--- config.mk ---
export PLATFORM = sky130hd
export DESIGN_NAME = fpga_passive_serial_loader
export DESIGN_NICKNAME = d
export VERILOG_FILES = /design/src/hdl/fpls_pkg.sv /design/src/hdl/fpls_front.sv /design/src/hdl/fpls_queue.sv /design/src/hdl/fpls_back.sv /design/src/hdl/fpga_passive_serial_loader.sv
export VERILOG_INCLUDE_DIRS = /design/src /design/src/hdl
export SDC_FILE = /design/constraint.sdc
export NUM_CORES = 1
export LEC_CHECK = 0
export ABC_AREA = 1
export BUFFER_PORTS_ARGS = -buffer_cell sky130_fd_sc_hd__buf_2
export CORE_MARGIN = 2
export CORE_UTILIZATION = 40
export CTS_BUF_LIST = sky130_fd_sc_hd__clkbuf_2
export CTS_CLUSTER_DIAMETER = 60
export DETAILED_ROUTE_END_ITERATION = 10
export PLACE_DENSITY_LB_ADDON = 0.25
export SLEW_MARGIN = 40
export SYNTH_ARGS = -nofsm -noshare
export SYNTH_HDL_FRONTEND = slang
export SYNTH_HIERARCHICAL = 1
export SYNTH_SLANG_ARGS = --single-unit
--- constraint.sdc ---
create_clock -name clk -period 3.4 [get_ports clk]
set_input_delay 0.68 -clock clk [delete_from_list [all_inputs] [get_ports clk]]
set_output_delay 0.68 -clock clk [all_outputs]
set_load 0.02 [all_outputs]
--- src/hdl/assert_macros.svh ---
`ifndef ASSERT_MACROS_SVH
`define ASSERT_MACROS_SVH

// same-cycle implication under reset
`define FPLS_ASSERT_IMPL(label, clk, rst_n, ante, cons) \
  label: assert property (@(posedge clk) disable iff (!rst_n) (ante) |-> (cons)) \
    else $error("fpls assertion failed");

// next-cycle implication under reset
`define FPLS_ASSERT_NEXT(label, clk, rst_n, ante, cons) \
  label: assert property (@(posedge clk) disable iff (!rst_n) (ante) |=> (cons)) \
    else $error("fpls assertion failed");

`endif

--- src/hdl/fpls_pkg.sv ---
`default_nettype none

package fpls_pkg;

  typedef enum logic [2:0] {
    PH_IDLE     = 3'd0,
    PH_WAIT_HI  = 3'd1,
    PH_WAIT_LO  = 3'd2,
    PH_WAIT_HI2 = 3'd3,
    PH_LOAD     = 3'd4,
    PH_FINISH   = 3'd5,
    PH_DONE     = 3'd6
  } phase_t;

  typedef enum logic [1:0] {
    MODE_START  = 2'd0,
    MODE_SAMPLE = 2'd1,
    MODE_DATA   = 2'd2,
    MODE_END    = 2'd3
  } mode_t;

  typedef enum logic [1:0] {
    CMD_SINGLE = 2'd0,
    CMD_DUMMY  = 2'd1,
    CMD_BYTE   = 2'd2
  } cmd_kind_t;

  typedef struct packed {
    logic data;
    logic dclk;
    logic nconfig;
  } pins_t;

  typedef struct packed {
    cmd_kind_t   kind;
    logic [7:0]  data_byte;
    pins_t       pins;
    phase_t      phase;
    logic        error;
  } cmd_t;

  typedef struct packed {
    pins_t  pins;
    phase_t phase;
    logic   last;
    logic   error;
  } result_t;

  localparam int unsigned STEP_W = 4;
  localparam logic [STEP_W-1:0] BYTE_LAST_STEP  = 4'd15;
  localparam logic [STEP_W-1:0] DUMMY_LAST_STEP = 4'd1;

endpackage

`default_nettype wire

--- src/hdl/fpls_front.sv ---
`default_nettype none

module fpls_front (
  input  wire logic                clk,
  input  wire logic                rst_n,
  input  wire logic                push,
  input  wire logic [1:0]          in_mode,
  input  wire logic [7:0]          in_data_byte,
  input  wire logic                in_nstatus_level,
  input  wire logic                in_conf_done_level,
  input  wire logic                q_full,
  output logic                     q_push,
  output fpls_pkg::cmd_t           q_cmd
);

  fpls_pkg::phase_t phase_r, phase_nxt;
  fpls_pkg::pins_t  pins_r, pins_nxt;
  fpls_pkg::mode_t  mode;

  assign mode   = fpls_pkg::mode_t'(in_mode);
  assign q_push = push && !q_full;

  always_ff @(posedge clk) begin
    if (!rst_n) begin
      phase_r <= fpls_pkg::PH_IDLE;
      pins_r  <= '0;
    end else if (q_push) begin
      phase_r <= phase_nxt;
      pins_r  <= pins_nxt;
    end
  end

  always_comb begin
    phase_nxt       = phase_r;
    pins_nxt        = pins_r;
    q_cmd.kind      = fpls_pkg::CMD_SINGLE;
    q_cmd.data_byte = in_data_byte;
    q_cmd.error     = 1'b1;
    unique case (phase_r)
      fpls_pkg::PH_WAIT_HI: begin
        if (mode == fpls_pkg::MODE_SAMPLE) begin
          q_cmd.error = 1'b0;
          if (in_nstatus_level) begin
            pins_nxt  = '0;
            phase_nxt = fpls_pkg::PH_WAIT_LO;
          end
        end
      end
      fpls_pkg::PH_WAIT_LO: begin
        if (mode == fpls_pkg::MODE_SAMPLE) begin
          q_cmd.error = 1'b0;
          if (!in_nstatus_level) begin
            pins_nxt         = '0;
            pins_nxt.nconfig = 1'b1;
            phase_nxt        = fpls_pkg::PH_WAIT_HI2;
          end
        end
      end
      fpls_pkg::PH_WAIT_HI2: begin
        if (mode == fpls_pkg::MODE_SAMPLE) begin
          q_cmd.error = 1'b0;
          if (in_nstatus_level) begin
            phase_nxt = fpls_pkg::PH_LOAD;
          end
        end
      end
      fpls_pkg::PH_LOAD: begin
        if (mode == fpls_pkg::MODE_DATA) begin
          q_cmd.error      = 1'b0;
          q_cmd.kind       = fpls_pkg::CMD_BYTE;
          pins_nxt.nconfig = 1'b1;
          pins_nxt.dclk    = 1'b1;
          pins_nxt.data    = in_data_byte[7];
        end else if (mode == fpls_pkg::MODE_END) begin
          q_cmd.error = 1'b0;
          phase_nxt   = fpls_pkg::PH_FINISH;
        end
      end
      fpls_pkg::PH_FINISH: begin
        if (mode == fpls_pkg::MODE_SAMPLE) begin
          q_cmd.error = 1'b0;
          if (in_nstatus_level && in_conf_done_level) begin
            phase_nxt = fpls_pkg::PH_DONE;
          end else begin
            q_cmd.kind       = fpls_pkg::CMD_DUMMY;
            pins_nxt.nconfig = 1'b1;
            pins_nxt.dclk    = 1'b1;
            pins_nxt.data    = 1'b0;
          end
        end
      end
      default: begin
        if (mode == fpls_pkg::MODE_START) begin
          q_cmd.error      = 1'b0;
          pins_nxt         = '0;
          pins_nxt.nconfig = 1'b1;
          phase_nxt        = fpls_pkg::PH_WAIT_HI;
        end
      end
    endcase
    q_cmd.pins  = pins_nxt;
    q_cmd.phase = phase_nxt;
  end

endmodule

`default_nettype wire

--- src/hdl/fpls_queue.sv ---
`default_nettype none
`include "assert_macros.svh"

module fpls_queue #(
  parameter int unsigned DEPTH = 4
) (
  input  wire logic           clk,
  input  wire logic           rst_n,
  input  wire logic           wr_en,
  input  wire fpls_pkg::cmd_t wr_cmd,
  output logic                full,
  input  wire logic           rd_en,
  output fpls_pkg::cmd_t      rd_cmd,
  output logic                empty
);

  localparam int unsigned PTR_W = (DEPTH > 1) ? $clog2(DEPTH) : 1;
  localparam int unsigned CNT_W = $clog2(DEPTH + 1);
  localparam logic [PTR_W-1:0] LAST_PTR = PTR_W'(DEPTH - 1);
  localparam logic [CNT_W-1:0] FULL_CNT = CNT_W'(DEPTH);

  fpls_pkg::cmd_t   mem [DEPTH];
  logic [PTR_W-1:0] wr_ptr_r, rd_ptr_r;
  logic [CNT_W-1:0] count_r;

  assign full   = (count_r == FULL_CNT);
  assign empty  = (count_r == '0);
  assign rd_cmd = mem[rd_ptr_r];

  always_ff @(posedge clk) begin
    if (wr_en) begin
      mem[wr_ptr_r] <= wr_cmd;
    end
  end

  always_ff @(posedge clk) begin
    if (!rst_n) begin
      wr_ptr_r <= '0;
      rd_ptr_r <= '0;
      count_r  <= '0;
    end else begin
      if (wr_en) begin
        wr_ptr_r <= (wr_ptr_r == LAST_PTR) ? '0 : wr_ptr_r + 1'b1;
      end
      if (rd_en) begin
        rd_ptr_r <= (rd_ptr_r == LAST_PTR) ? '0 : rd_ptr_r + 1'b1;
      end
      if (wr_en && !rd_en) begin
        count_r <= count_r + 1'b1;
      end else if (rd_en && !wr_en) begin
        count_r <= count_r - 1'b1;
      end
    end
  end

  `FPLS_ASSERT_IMPL(a_no_overflow, clk, rst_n, wr_en, !full)
  `FPLS_ASSERT_IMPL(a_no_underflow, clk, rst_n, rd_en, !empty)
  `FPLS_ASSERT_IMPL(a_count_bound, clk, rst_n, 1'b1, count_r <= FULL_CNT)

endmodule

`default_nettype wire

--- src/hdl/fpls_back.sv ---
`default_nettype none
`include "assert_macros.svh"

module fpls_back (
  input  wire logic           clk,
  input  wire logic           rst_n,
  input  wire fpls_pkg::cmd_t cmd,
  input  wire logic           cmd_empty,
  output logic                cmd_pop,
  output fpls_pkg::result_t   res,
  output logic                res_valid,
  input  wire logic           res_pop
);

  logic [fpls_pkg::STEP_W-1:0] step_r;
  fpls_pkg::result_t           res_r, res_nxt;
  logic                        valid_r;
  logic                        load;
  logic                        final_step;

  assign load      = !cmd_empty && (!valid_r || res_pop);
  assign cmd_pop   = load && final_step;
  assign res       = res_r;
  assign res_valid = valid_r;

  always_comb begin
    res_nxt.phase = cmd.phase;
    res_nxt.error = cmd.error;
    res_nxt.pins  = cmd.pins;
    final_step    = 1'b1;
    case (cmd.kind)
      fpls_pkg::CMD_BYTE: begin
        res_nxt.pins.nconfig = 1'b1;
        res_nxt.pins.dclk    = step_r[0];
        res_nxt.pins.data    = cmd.data_byte[step_r[3:1]];
        final_step           = (step_r == fpls_pkg::BYTE_LAST_STEP);
      end
      fpls_pkg::CMD_DUMMY: begin
        res_nxt.pins.nconfig = 1'b1;
        res_nxt.pins.dclk    = step_r[0];
        res_nxt.pins.data    = 1'b0;
        final_step           = (step_r == fpls_pkg::DUMMY_LAST_STEP);
      end
      default: begin
        final_step = 1'b1;
      end
    endcase
    res_nxt.last = final_step;
  end

  always_ff @(posedge clk) begin
    if (load) begin
      res_r <= res_nxt;
    end
  end

  always_ff @(posedge clk) begin
    if (!rst_n) begin
      step_r  <= '0;
      valid_r <= 1'b0;
    end else begin
      if (load) begin
        step_r  <= final_step ? '0 : step_r + 1'b1;
        valid_r <= 1'b1;
      end else if (res_pop) begin
        valid_r <= 1'b0;
      end
    end
  end

  `FPLS_ASSERT_IMPL(a_mid_cmd_held, clk, rst_n, step_r != '0, !cmd_empty)
  `FPLS_ASSERT_NEXT(a_pop_restarts, clk, rst_n, cmd_pop, step_r == '0)

endmodule

`default_nettype wire

--- src/hdl/fpga_passive_serial_loader.sv ---
`default_nettype none

// Passive serial configuration sequencer. Each input item is taken when full is low; the front
// end tracks the configuration phase and the pin levels and files one command per item into a
// small command queue (QUEUE_DEPTH entries). The back end expands each command into pin updates
// at one result per cycle while pop keeps up: a data byte gives 16 results (data with dclk low,
// then dclk high, bit 0 first), a sample in the finishing phase that does not finish gives two
// (a dummy clock), every other item gives one. Sustained throughput is therefore bounded by the
// back-end expander. An item wrong for the current phase gives a single result with error set
// and changes nothing. last marks the final result of an item.

module fpga_passive_serial_loader #(
  parameter int unsigned QUEUE_DEPTH = 4
) (
  input  wire logic       clk,
  input  wire logic       rst_n,
  input  wire logic       push,
  output logic            full,
  input  wire logic [1:0] in_mode,
  input  wire logic [7:0] in_data_byte,
  input  wire logic       in_nstatus_level,
  input  wire logic       in_conf_done_level,
  output logic            empty,
  input  wire logic       pop,
  output logic            out_nconfig_pin,
  output logic            out_dclk_pin,
  output logic            out_data_pin,
  output logic [2:0]      out_phase,
  output logic            out_last,
  output logic            out_error
);

  fpls_pkg::cmd_t    wr_cmd, rd_cmd;
  fpls_pkg::result_t res;
  logic              q_push, q_pop, q_empty, res_valid;

  fpls_front u_front (
    .clk                (clk),
    .rst_n              (rst_n),
    .push               (push),
    .in_mode            (in_mode),
    .in_data_byte       (in_data_byte),
    .in_nstatus_level   (in_nstatus_level),
    .in_conf_done_level (in_conf_done_level),
    .q_full             (full),
    .q_push             (q_push),
    .q_cmd              (wr_cmd)
  );

  fpls_queue #(
    .DEPTH (QUEUE_DEPTH)
  ) u_queue (
    .clk    (clk),
    .rst_n  (rst_n),
    .wr_en  (q_push),
    .wr_cmd (wr_cmd),
    .full   (full),
    .rd_en  (q_pop),
    .rd_cmd (rd_cmd),
    .empty  (q_empty)
  );

  fpls_back u_back (
    .clk       (clk),
    .rst_n     (rst_n),
    .cmd       (rd_cmd),
    .cmd_empty (q_empty),
    .cmd_pop   (q_pop),
    .res       (res),
    .res_valid (res_valid),
    .res_pop   (pop)
  );

  assign empty           = !res_valid;
  assign out_nconfig_pin = res.pins.nconfig;
  assign out_dclk_pin    = res.pins.dclk;
  assign out_data_pin    = res.pins.data;
  assign out_phase       = res.phase;
  assign out_last        = res.last;
  assign out_error       = res.error;

endmodule

`default_nettype wire

==> key figures, run 1 <==
Cells and area
  • Filler cells: 1078
  • Final cell count without fillers: between 600 and 700
  • Nets: 501
  • Diode count: 0
  • Sequential standard cell area: 2680 um2
  • Share of cells above drive strength 1: 0.175
  • Multi-input logic area: 1440 um2
  • Area growth syn-to-layout: 7.22%
  • Final Core Density: 0.442

Floorplan
  • Site Rows: 38
  • I/O Pins: 26
  • Chip height: 110 um
  • Core area: 10900 um2
  • Starting Density: 0.412
  • Die area: roughly 12000 um2
  • Die X: roughly 110 um

Synth
  • Ys Warns: 6
  • Largest cells by area after synthesis: edfxtp_1 (51%), dfxtp_1 (8.9%), nand2_1 (6.3%)
  • Share of the synthesized area in the top cell type: 0.507
  • Seq/Total Area, Yosys: 0.596
  • Post-Synthesis Cells: 450
  • Mapped Area: approximately 4500 um2
  • Synth Net Count: 477
  • Syn_area_per_cell: about 10 um2
  • Most numerous cell in the Yosys netlist: edfxtp_1
  • Distinct cells, synth: 31
  • Synth Flop Type: edfxtp_1
  • Post-synth top area cell: edfxtp_1
  • Count of state elements after synthesis: 96
  • FFs w/ async S/R, synth: 0
  • Synth top cells by count: edfxtp_1 (76), nand2_1 (75), nor2_1 (60)
  • Post-synth EDFFs: 76

Power
  • Power Dens Cells: 719 nW/um2
  • Leakage power: 0.00201 uW
  • Max VDD drop: 0.227 mV

STA
  • Post-layout min period: approximately 3.1 ns
  • RSZ-0062 raised after global routing: no
  • Max Slew Vio Count: 0
  • Layout Skew: about 0.027 ns
  • Fin crit share: 0.908
  • Final Hold Fails: 0
  • TNS Setup: 0 ns
  • Tightest Pin Transition: 0.807 ns
  • Max_slew headroom: 0.461
  • Fmax: 324 MHz
  • Setup-failing EPs final: 0

GRT
  • GRT overflow: 0
  • Met1 Resource Use GR: 0.209
  • Vias in the first global route: roughly 2900
  • Busiest grt layer: met2
  • Met2 usage: 0.270
  • Largest net degree at the start of global routing: 25
  • GRT Util Overall: 0.163
  • Initial antenna violation count: 0
  • Met3 usage: 0.0394
  • First-pass GRT wire length: 14600 um

Placement
  • Cell total after placement: roughly 600
  • Final GP Congestion: 0.867
  • IO buf count: 25
  • Post-DP HPWL: 6230 um

Routing
  • WL final: about 9000 um
  • DRC errors left: 0
  • Via count: 3086
  • Routed Antenna Nets: 0
  • Routed len/inst: 14.9 um
  • DRT iter0 DRCs: 163
  • Detailed Routing Iterations Pass 1: 4
  • Vias per cell: between 4 and 5

Worst hold path
  • Hold WC Path Type: input pin to flip-flop
  • Worst Min Path Start: in_data_byte[1]

Critical path
  • Reg2Reg Depth: 15
  • Worst flop-to-flop path endpoint: u_queue/count_r[2]
  • Worst setup endpoint: u_queue/count_r[2]
  • CP Depth: 15
  • Slowest cell on crit path: dfxtp_1
  • Startpoint types: flip-flop
  • FF-to-FF setup slack: 0.31 ns
  • Most used cell, CP: inv_1
  • Type of element capturing the critical path: flip-flop
  • Worst Path Buf+Inv: 5
  • Crit path max-delay family: adder cells
  • Crit Path Category: flip-flop to flip-flop
  • WP data arrival: 3.60 ns
  • Crit-path max FO: 12
  • Worst EP required: 3.91 ns
  • Max stage delay on crit path: 0.66 ns
  • Crit-path cells: o21ai_0 -> o22ai_1 -> inv_1 -> ha_1 -> inv_1 -> a21oi_4 -> inv_1 -> ha_1 -> inv_1 -> fa_1 -> nand2_1 -> nand3_1 -> nand2_1 -> inv_1 -> nor2_1

Clock tree
  • Clock sinks: 96
  • Clk slew on worst S/H paths: 0.26 ns
  • Root Buffer Master: clkbuf_2
  • # hold bufs at CTS: 0
  • CTS tree: yes
  • H-tree depth: 3
  • Clk_lat worst skew: 0.57 ns
  • Post_cts resized: 0
  • Maximum buffer depth of the clock tree: 2
  • Post-CTS setup buffer count: 0
  • TritonCTS Buffers: 9

Outcome
  • Status: finished, final reports clean

Run
  • Max Cap Viol: 0
==> worst min path at each step <==
stage	end	depth (start not counted)
6_report	u_queue/mem[0][8]	1
5_1_grt	u_queue/mem[3][13]	1
3_5_place_dp	u_back/res_valid	2
4_1_cts	u_queue/mem[3][13]	1
2_1_floorplan	u_back/res_valid	2
3_3_place_gp	u_back/res_valid	2
==> layout by cell type (no fill, tap or decap), types with 4 or more instances in the layout <==
cell type / instances
edfxtp_1: 76
nand2_1: 75
nor2_1: 60
inv_1: 49
nand3_1: 26
buf_2: 25
o21ai_0: 21
dfxtp_1: 20
o21ai_1: 17
o22ai_1: 17
a21oi_1: 10
ha_1: 10
o21ai_2: 10
clkbuf_2: 9
inv_2: 8
buf_4: 6
nor2_2: 6
nand2_2: 5
nand4_1: 4
nor3_1: 4
==> logic make-up after synthesis <==
family          Yosys count  share of synthesized area
fa+ha+maj                11                     0.0322
buf+inv                  77                     0.0850
compound gates           78                      0.104
flops                    96                      0.596
xor+xnor                  1                    0.00194
simple gates            187                      0.181
==> stage by stage <==
step / area [um2] / hold slack, ns / setup slack [ns] / power, uW
after CTS: 4830 / 0.267 / 0.331 / 3500
final: 4830 / 0.304 / 0.311 / 3470
after global placement: 4690 / 0.479 / 0.537 / 2830
after floorplan: 4500 / 0.464 / 0.764 / 2560
after global routing: 4830 / 0.227 / 0.0397 / 3720
after detailed placement: 4690 / 0.494 / 0.394 / 2870
==> state kept, by name, indices dropped and copies added, names as in the netlist, named ones only <==
name and count:
u_back/res 8, u_queue/rd_ptr_r 2, u_queue/mem 68, u_back/res_valid 1, u_front/pins_r 3, u_queue/wr_ptr_r 2, u_back/step_r 4, u_front/phase_r 3
u_queue/count_r 3
==> layout make-up <==
class	count	area share
sequential	96	0.555
multi-input combinational	277	0.298
inverter	59	0.0464
tap	140	0.0363
timing repair buffer	31	0.0352
clock inverter	7	0.0194
clock buffer	9	0.00933
==> worst register-to-register path, delay by kind of cell, from the launching register on <==
| kind | cells | cell delay, ns |
|---|---|---|
| compound gates | 3 | 0.60 |
| fa+ha+maj | 3 | 0.99 |
| buf+inv | 5 | 0.47 |
| flops | 1 | 0.66 |
| simple gates | 4 | 0.32 |
==> layer usage <==
| layer | routed length, um | part of all wire |
|---|---|---|
| met5 | 0 | 0 |
| met4 | 63 | 0.0068 |
| met3 | 307 | 0.033 |
| met2 | 4540 | 0.49 |
| met1 | 4290 | 0.47 |
==> report_power, final <==
part / internal (uW) / switching (uW) / leakage, uW
Sequential: 1540 / 109 / 0.000880
Clock: 245 / 390 / 0.0000803
Combinational: 383 / 807 / 0.00105
Note: power is estimated with default switching activity, not from simulation.
==> inputs of run 2 (changes only) <==
- ABC_AREA: 1 -> not set
- MAX_ROUTING_LAYER: not set -> met4
- PLACE_DENSITY_LB_ADDON: 0.25 -> not set
==> run 2 against run 1 <==
- worst setup slack worse by 0.14 ns
- sequential cell count unchanged
- critical path depth shrank 2
- register-to-register slack got worse by 0.14 ns
- final cell count is 24% lower
- sequential share of layout area rose by 0.79 points
- synthesized cell count fell by 33%
- largest cell class unchanged
- highest routed layer unchanged
==> key figures, run 2 <==
Synth
  • Mapped Area: 4470 um2
  • Most numerous cell in the Yosys netlist: edfxtp_1
  • Synth top cells by count: edfxtp_1 (76), dfxtp_1 (20), inv_1 (14), nand2_1 (14), buf_4 (12)
  • Post-synth top area cell: edfxtp_1
  • Post-Synthesis Cells: 302
  • Share of the synthesized area in the top cell type: 0.511
  • Synth Net Count: 329
  • Largest cells by area after synthesis: edfxtp_1 (51%), dfxtp_1 (9.0%), mux4_2 (5.5%)
  • Count of state elements after synthesis: between 90 and 100
  • Ys Warns: 6
  • Distinct cells, synth: 64
  • Seq/Total Area, Yosys: 0.600
  • Post-synth EDFFs: 76
  • Syn_area_per_cell: 14.8 um2
  • FFs w/ async S/R, synth: 0
  • Synth Flop Type: edfxtp_1

Floorplan
  • Starting Density: 0.410
  • Site Rows: 38
  • I/O Pins: 26
  • Die area: 12000 um2
  • Chip height: 110 um
  • Die X: 110 um
  • Core area: 10900 um2

Power
  • Power Dens Cells: 601 nW/um2
  • Leakage power: 0.00167 uW
  • Power, Total: around 2900 uW
  • Max VDD drop: 0.281 mV

Cells and area
  • Largest Register: u_queue/mem
  • Max reg flops: 68
  • Share of cells above drive strength 1: 0.239
  • Final cell count without fillers: 471
  • Area growth syn-to-layout: 6.69%
  • Most common cell after layout, fill and taps aside: edfxtp_1
  • Post-layout instance area: 4770 um2
  • Most frequent cells in the layout: edfxtp_1 (76), buf_2 (25), dfxtp_1 (19), inv_1 (14), nand2_1 (14)
  • Nets: 352

Critical path
  • Reg2Reg Depth: 13
  • Type of element capturing the critical path: flip-flop
  • Slowest cell on crit path: mux4_1
  • Worst EP required: 3.88 ns
  • Worst flop-to-flop path endpoint: u_queue/count_r[2]
  • Max stage delay on crit path: roughly 0.57 ns
  • Most used cell, CP: inv_1
  • Crit Path Category: flip-flop to flip-flop
  • Crit-path cells: mux4_1 -> inv_1 -> ha_1 -> and3b_1 -> o211ai_2 -> a21oi_2 -> inv_1 -> ha_1 -> inv_1 -> fa_1 -> xor2_1 -> or3_1 -> a21boi_1
  • Startpoint types: flip-flop
  • FF-to-FF setup slack: approximately 0.17 ns
  • Crit-path max FO: 4
  • WP data arrival: 3.71 ns

Clock tree
  • Clk_lat worst skew: 0.54 ns
  • Maximum buffer depth of the clock tree: 2
  • H-tree depth: 3
  • Post-CTS setup buffer count: 0
  • Post_cts resized: 0
  • Clk slew on worst S/H paths: 0.25 ns
  • Clock sinks: 96
  • CTS tree: yes
  • Root Buffer Master: clkbuf_2
  • TritonCTS Buffers: 9
  • # hold bufs at CTS: 0

Routing
  • WL final: 7890 um
  • Routed Antenna Nets: 0
  • DRT iter0 DRCs: roughly 140
  • Detailed Routing Iterations Pass 1: 5
  • Routed len/inst: 16.8 um
  • DRC errors left: 0
  • Vias per cell: 5.27
  • Via count: ~2500

GRT
  • Largest net degree at the start of global routing: 23
  • First-pass GRT wire length: 12800 um
  • Initial antenna violation count: 1
  • GRT Util Overall: 0.149
  • Vias in the first global route: 2466
  • GRT overflow: 0

STA
  • Setup-failing EPs final: 0
  • Max Slew Vio Count: 0
  • Fin crit share: 0.949
  • Tightest Pin Transition: 0.651 ns
  • Final Hold Fails: 0
  • Post-layout min period: 3.23 ns
  • Fmax: 310 MHz
  • RSZ-0062 raised after global routing: no
  • Max_slew headroom: 0.565
  • Layout Skew: about 0.021 ns
  • TNS Setup: 0 ns

Placement
  • Post-DP HPWL: between 5000 and 6000 um
  • Final GP Congestion: 0.833
  • Area post-placement: 4660 um2
  • IO buf count: 25
  • Cell total after placement: 454

Worst hold path
  • Hold endpoint: u_queue/mem[2][10]
  • Cell count of the worst hold path: 1
  • Worst Min Path Start: in_data_byte[3]
  • Hold WC Path Type: input pin to flip-flop

Run
  • Max Cap Viol: 0

Outcome
  • Status: finished, final reports clean
-- run 2: metrics by stage --
step | utilization | setup WS [ns] | hold WS [ns]
finish | 0.438 | 0.174 | 0.331
CTS | 0.437 | 0.0550 | 0.275
global placement | 0.428 | 0.246 | 0.484
floorplan | - | 0.295 | 0.461
detailed placement | 0.428 | 0.122 | 0.484
global route | 0.438 | 0.00846 | 0.254
-- run 2: worst max path at each step --
stage / startpoint / end / cells after the start
6_report: flip-flop / u_queue/count_r[2] / 13
5_1_grt: flip-flop / u_queue/count_r[2] / 13
4_1_cts: flip-flop / u_queue/count_r[2] / 12
3_5_place_dp: flip-flop / u_queue/count_r[2] / 12
3_3_place_gp: flip-flop / u_queue/count_r[2] / 12
2_1_floorplan: flip-flop / u_queue/count_r[2] / 13
-- run 2: cell families (layout without fill, tap and decap cells) --
| group | Yosys count | count (layout) | share of synthesized area |
|---|---|---|---|
| other | 0 | 1 | 0 |
| adders and majority gates | 11 | 11 | 0.0325 |
| muxes | 24 | 24 | 0.110 |
| xor gates and xnor gates | 4 | 4 | 0.00784 |
| buffers and inverters | 37 | 65 | 0.0529 |
| AOI/OAI and AO/OA | 49 | 49 | 0.0848 |
| and+or+nand+nor | 81 | 81 | 0.112 |
| DFF | 96 | 96 | 0.600 |
-- run 2: final cells by class --
class / instances / area (um2)
Antenna cell: 1 / 2.50
Clock buffer: 10 / 50.0
Clock inverter: 6 / 51.3
Fill cell: 978 / 6120
Inverter: 15 / 56.3
Multi-Input combinational cell: 169 / 1550
Sequential cell: 96 / 2690
Tap cell: 140 / 175
Timing Repair Buffer: 34 / 193
-- run 2: power breakdown --
group          switching (uW)  internal [uW]  leakage (uW)
clock network             391            109     0.0000571
registers                78.4           1470      0.000877
logic                     469            347      0.000731
-- run 2: critical path, delay by kind of cell, from the launching register on --
family                     cells  cell delay [ns]
and+or+nand+nor                2             0.49
DFF                            1             0.43
adders and majority gates      3             0.75
buffers and inverters          3             0.25
xor gates and xnor gates       1             0.16
muxes                          1             0.57
AOI/OAI and AO/OA              3             0.53
-- run 2: metal layers --
metal	routed length (um)	share of wire	global-route usage	up-vias
met2	3810	0.48	0.234	45
met1	3690	0.47	0.191	1225
met5	0	0	-	-
met4	105	0.013	0.0615	0
li1	-	-	-	1205
met3	290	0.037	0.0285	8
==> inputs of run 3 (changes only) <==
- CORE_UTILIZATION: 40 -> 34
- clock period: 3.4 -> 3.83 ns (I/O delays scaled with it)
==> run 3 against run 2 <==
- register-to-register slack improved by 0.18 ns
- combinational power fell by 14%
- global-route usage shrank 2.5 points
- power decreased by 9.6%
- cell area rose by 0.37%
- sequential power fell by 11%
- sequential share of layout area decreased by 0.28 points
- via count increased by 0.64%
- sequential cell count unchanged
- die area rose by 17%
==> key figures, run 3 (synthesis results as in run 2) <==
Critical path
  • Type of element capturing the critical path: flip-flop
  • Reg2Reg Depth: 13
  • Startpoint types: flip-flop
  • WP data arrival: 3.96 ns
  • Worst EP required: 4.32 ns
  • FF-to-FF setup slack: 0.36 ns
  • Crit-path max FO: 6
  • Worst flop-to-flop path endpoint: u_queue/count_r[2]
  • Worst setup endpoint: u_queue/count_r[2]
  • Crit Path Category: flip-flop to flip-flop

STA
  • TNS Setup: 0 ns
  • Setup-failing EPs final: 0
  • Fin crit share: 0.906
  • RSZ-0062 raised after global routing: no
  • Layout Skew: between 0.02 and 0.03 ns
  • Max Slew Vio Count: 0
  • Post-layout min period: between 3 and 4 ns
  • Tightest Pin Transition: 0.671 ns
  • Final Hold Fails: 0
  • Max_slew headroom: 0.552
  • Fmax: approximately 290 MHz

GRT
  • Largest net degree at the start of global routing: 23
  • Vias in the first global route: 2453
  • Initial antenna violation count: 0
  • GRT overflow: 0
  • First-pass GRT wire length: 13200 um
  • GRT Util Overall: 0.124

Floorplan
  • Site Rows: 41
  • Core area: 12700 um2
  • Die X: 119 um
  • Chip height: around 120 um
  • Die area: 14100 um2
  • Starting Density: 0.351
  • I/O Pins: 26

Cells and area
  • Most frequent cells in the layout: edfxtp_1 (76), buf_2 (25), dfxtp_1 (20), inv_1 (14), nand2_1 (14)
  • Max reg flops: 68
  • Nets: 347
  • Share of cells above drive strength 1: 0.225
  • Area growth syn-to-layout: 7.08%
  • Diode count: 0
  • Most common cell after layout, fill and taps aside: edfxtp_1
  • Largest Register: u_queue/mem

Routing
  • WL final: 8070 um
  • Vias per cell: 5.03
  • Detailed Routing Iterations Pass 1: 4
  • DRT iter0 DRCs: ~190
  • Routed Antenna Nets: 0
  • DRC errors left: 0
  • Via count: ~2500
  • Routed len/inst: 16.2 um

Worst hold path
  • Hold WC Path Type: input pin to flip-flop
  • Cell count of the worst hold path: 1

Clock tree
  • Post-CTS setup buffer count: 0
  • Maximum buffer depth of the clock tree: 2
  • Clock sinks: 96
  • Root Buffer Master: clkbuf_2
  • Clk_lat worst skew: 0.55 ns
  • # hold bufs at CTS: 0
  • CTS tree: yes
  • H-tree depth: 3
  • TritonCTS Buffers: 9
  • Post_cts resized: 0
  • Clk slew on worst S/H paths: between 0.2 and 0.3 ns

Power
  • Power Dens Cells: 541 nW/um2
  • Power, Total: 2590 uW
  • Combinational power share: 0.270
  • Max VDD drop: about 0.15 mV
  • Leakage power: 0.00165 uW
  • Sw Share: 0.322
  • Switching power: 834 uW
  • Part of the power in registers: 0.534
  • Clk pwr share: 0.196
  • Int Pwr: 1760 uW

Placement
  • Final GP Congestion: 0.810
  • IO buf count: 25
  • Post-DP HPWL: about 5500 um

Outcome
  • Status: finished, final reports clean

Run
  • Max Cap Viol: 0
run 3: cell types whose count changed in the layout (fill, tap and decap cells not counted), sizes merged:
cell / before / now
diode: 1 / 0
clkinv: 0 / 2
clkbuf: 10 / 9
buf: 34 / 29
clkinvlp: 3 / 1
bufinv: 0 / 1
run 3: critical path: stages, from the launching register on:
cell and delay [ns]:
dfxtp_1 0.56, mux4_1 0.65, inv_1 0.10, ha_1 0.16, and3b_1 0.18, o211ai_2 0.21, a21oi_1 0.15, inv_1 0.10
ha_1 0.17, inv_1 0.07, fa_1 0.44, xor2_1 0.16, or3_1 0.30, a21boi_0 0.17
run 3: layout make-up:
type,instances,area [um2]
sequential,96,2680
inverter,15,56.3
clock inverter,7,78.8
timing repair buffer,29,155
clock buffer,9,45.0
tap,172,215
fill,1255,7940
multi-input combinational,169,1550
run 3: how the worst min path moves through the flow:
| stage | start | endpoint | slack [ns] |
|---|---|---|---|
| after floorplan | u_front/pins_r[2] | u_front/pins_r[2] | 0.46 |
| after global placement | u_front/pins_r[2] | u_front/pins_r[2] | 0.48 |
| after detailed placement | u_front/pins_r[2] | u_front/pins_r[2] | 0.49 |
| after CTS | in_data_byte[0] | u_queue/mem[3][7] | 0.36 |
| after global routing | in_data_byte[0] | u_queue/mem[3][7] | 0.33 |
| final | in_data_byte[0] | u_queue/mem[3][7] | 0.41 |
run 3: layer usage:
layer / wire (um) / track usage / up-vias / part of all wire
li1: - / - / 1195 / -
met1: 3800 / 0.165 / 1233 / 0.47
met2: 3850 / 0.190 / 60 / 0.48
met3: 264 / 0.0179 / 11 / 0.033
met4: 146 / 0.0536 / 0 / 0.018
met5: 0 / - / - / 0
run 3: power groups by stage:
stage	logic, uW	registers [uW]	clock network [uW]
floorplan	495	1430	0
global placement	698	1410	0
detailed placement	711	1410	0
CTS	713	1380	526
global route	775	1400	569
finish	700	1380	507
run 3: stage by stage:
step | cells | setup slack, ns | area, um2 | hold slack [ns] | utilization
finish | 497 | 0.359 | 4790 | 0.412 | 0.376
global route | 497 | 0.199 | 4790 | 0.335 | 0.376
CTS | 497 | 0.335 | 4790 | 0.358 | 0.376
detailed placement | 481 | 0.393 | 4660 | 0.489 | 0.366
global placement | 481 | 0.551 | 4660 | 0.481 | 0.366
floorplan | 302 | 0.725 | 4470 | 0.461 | -
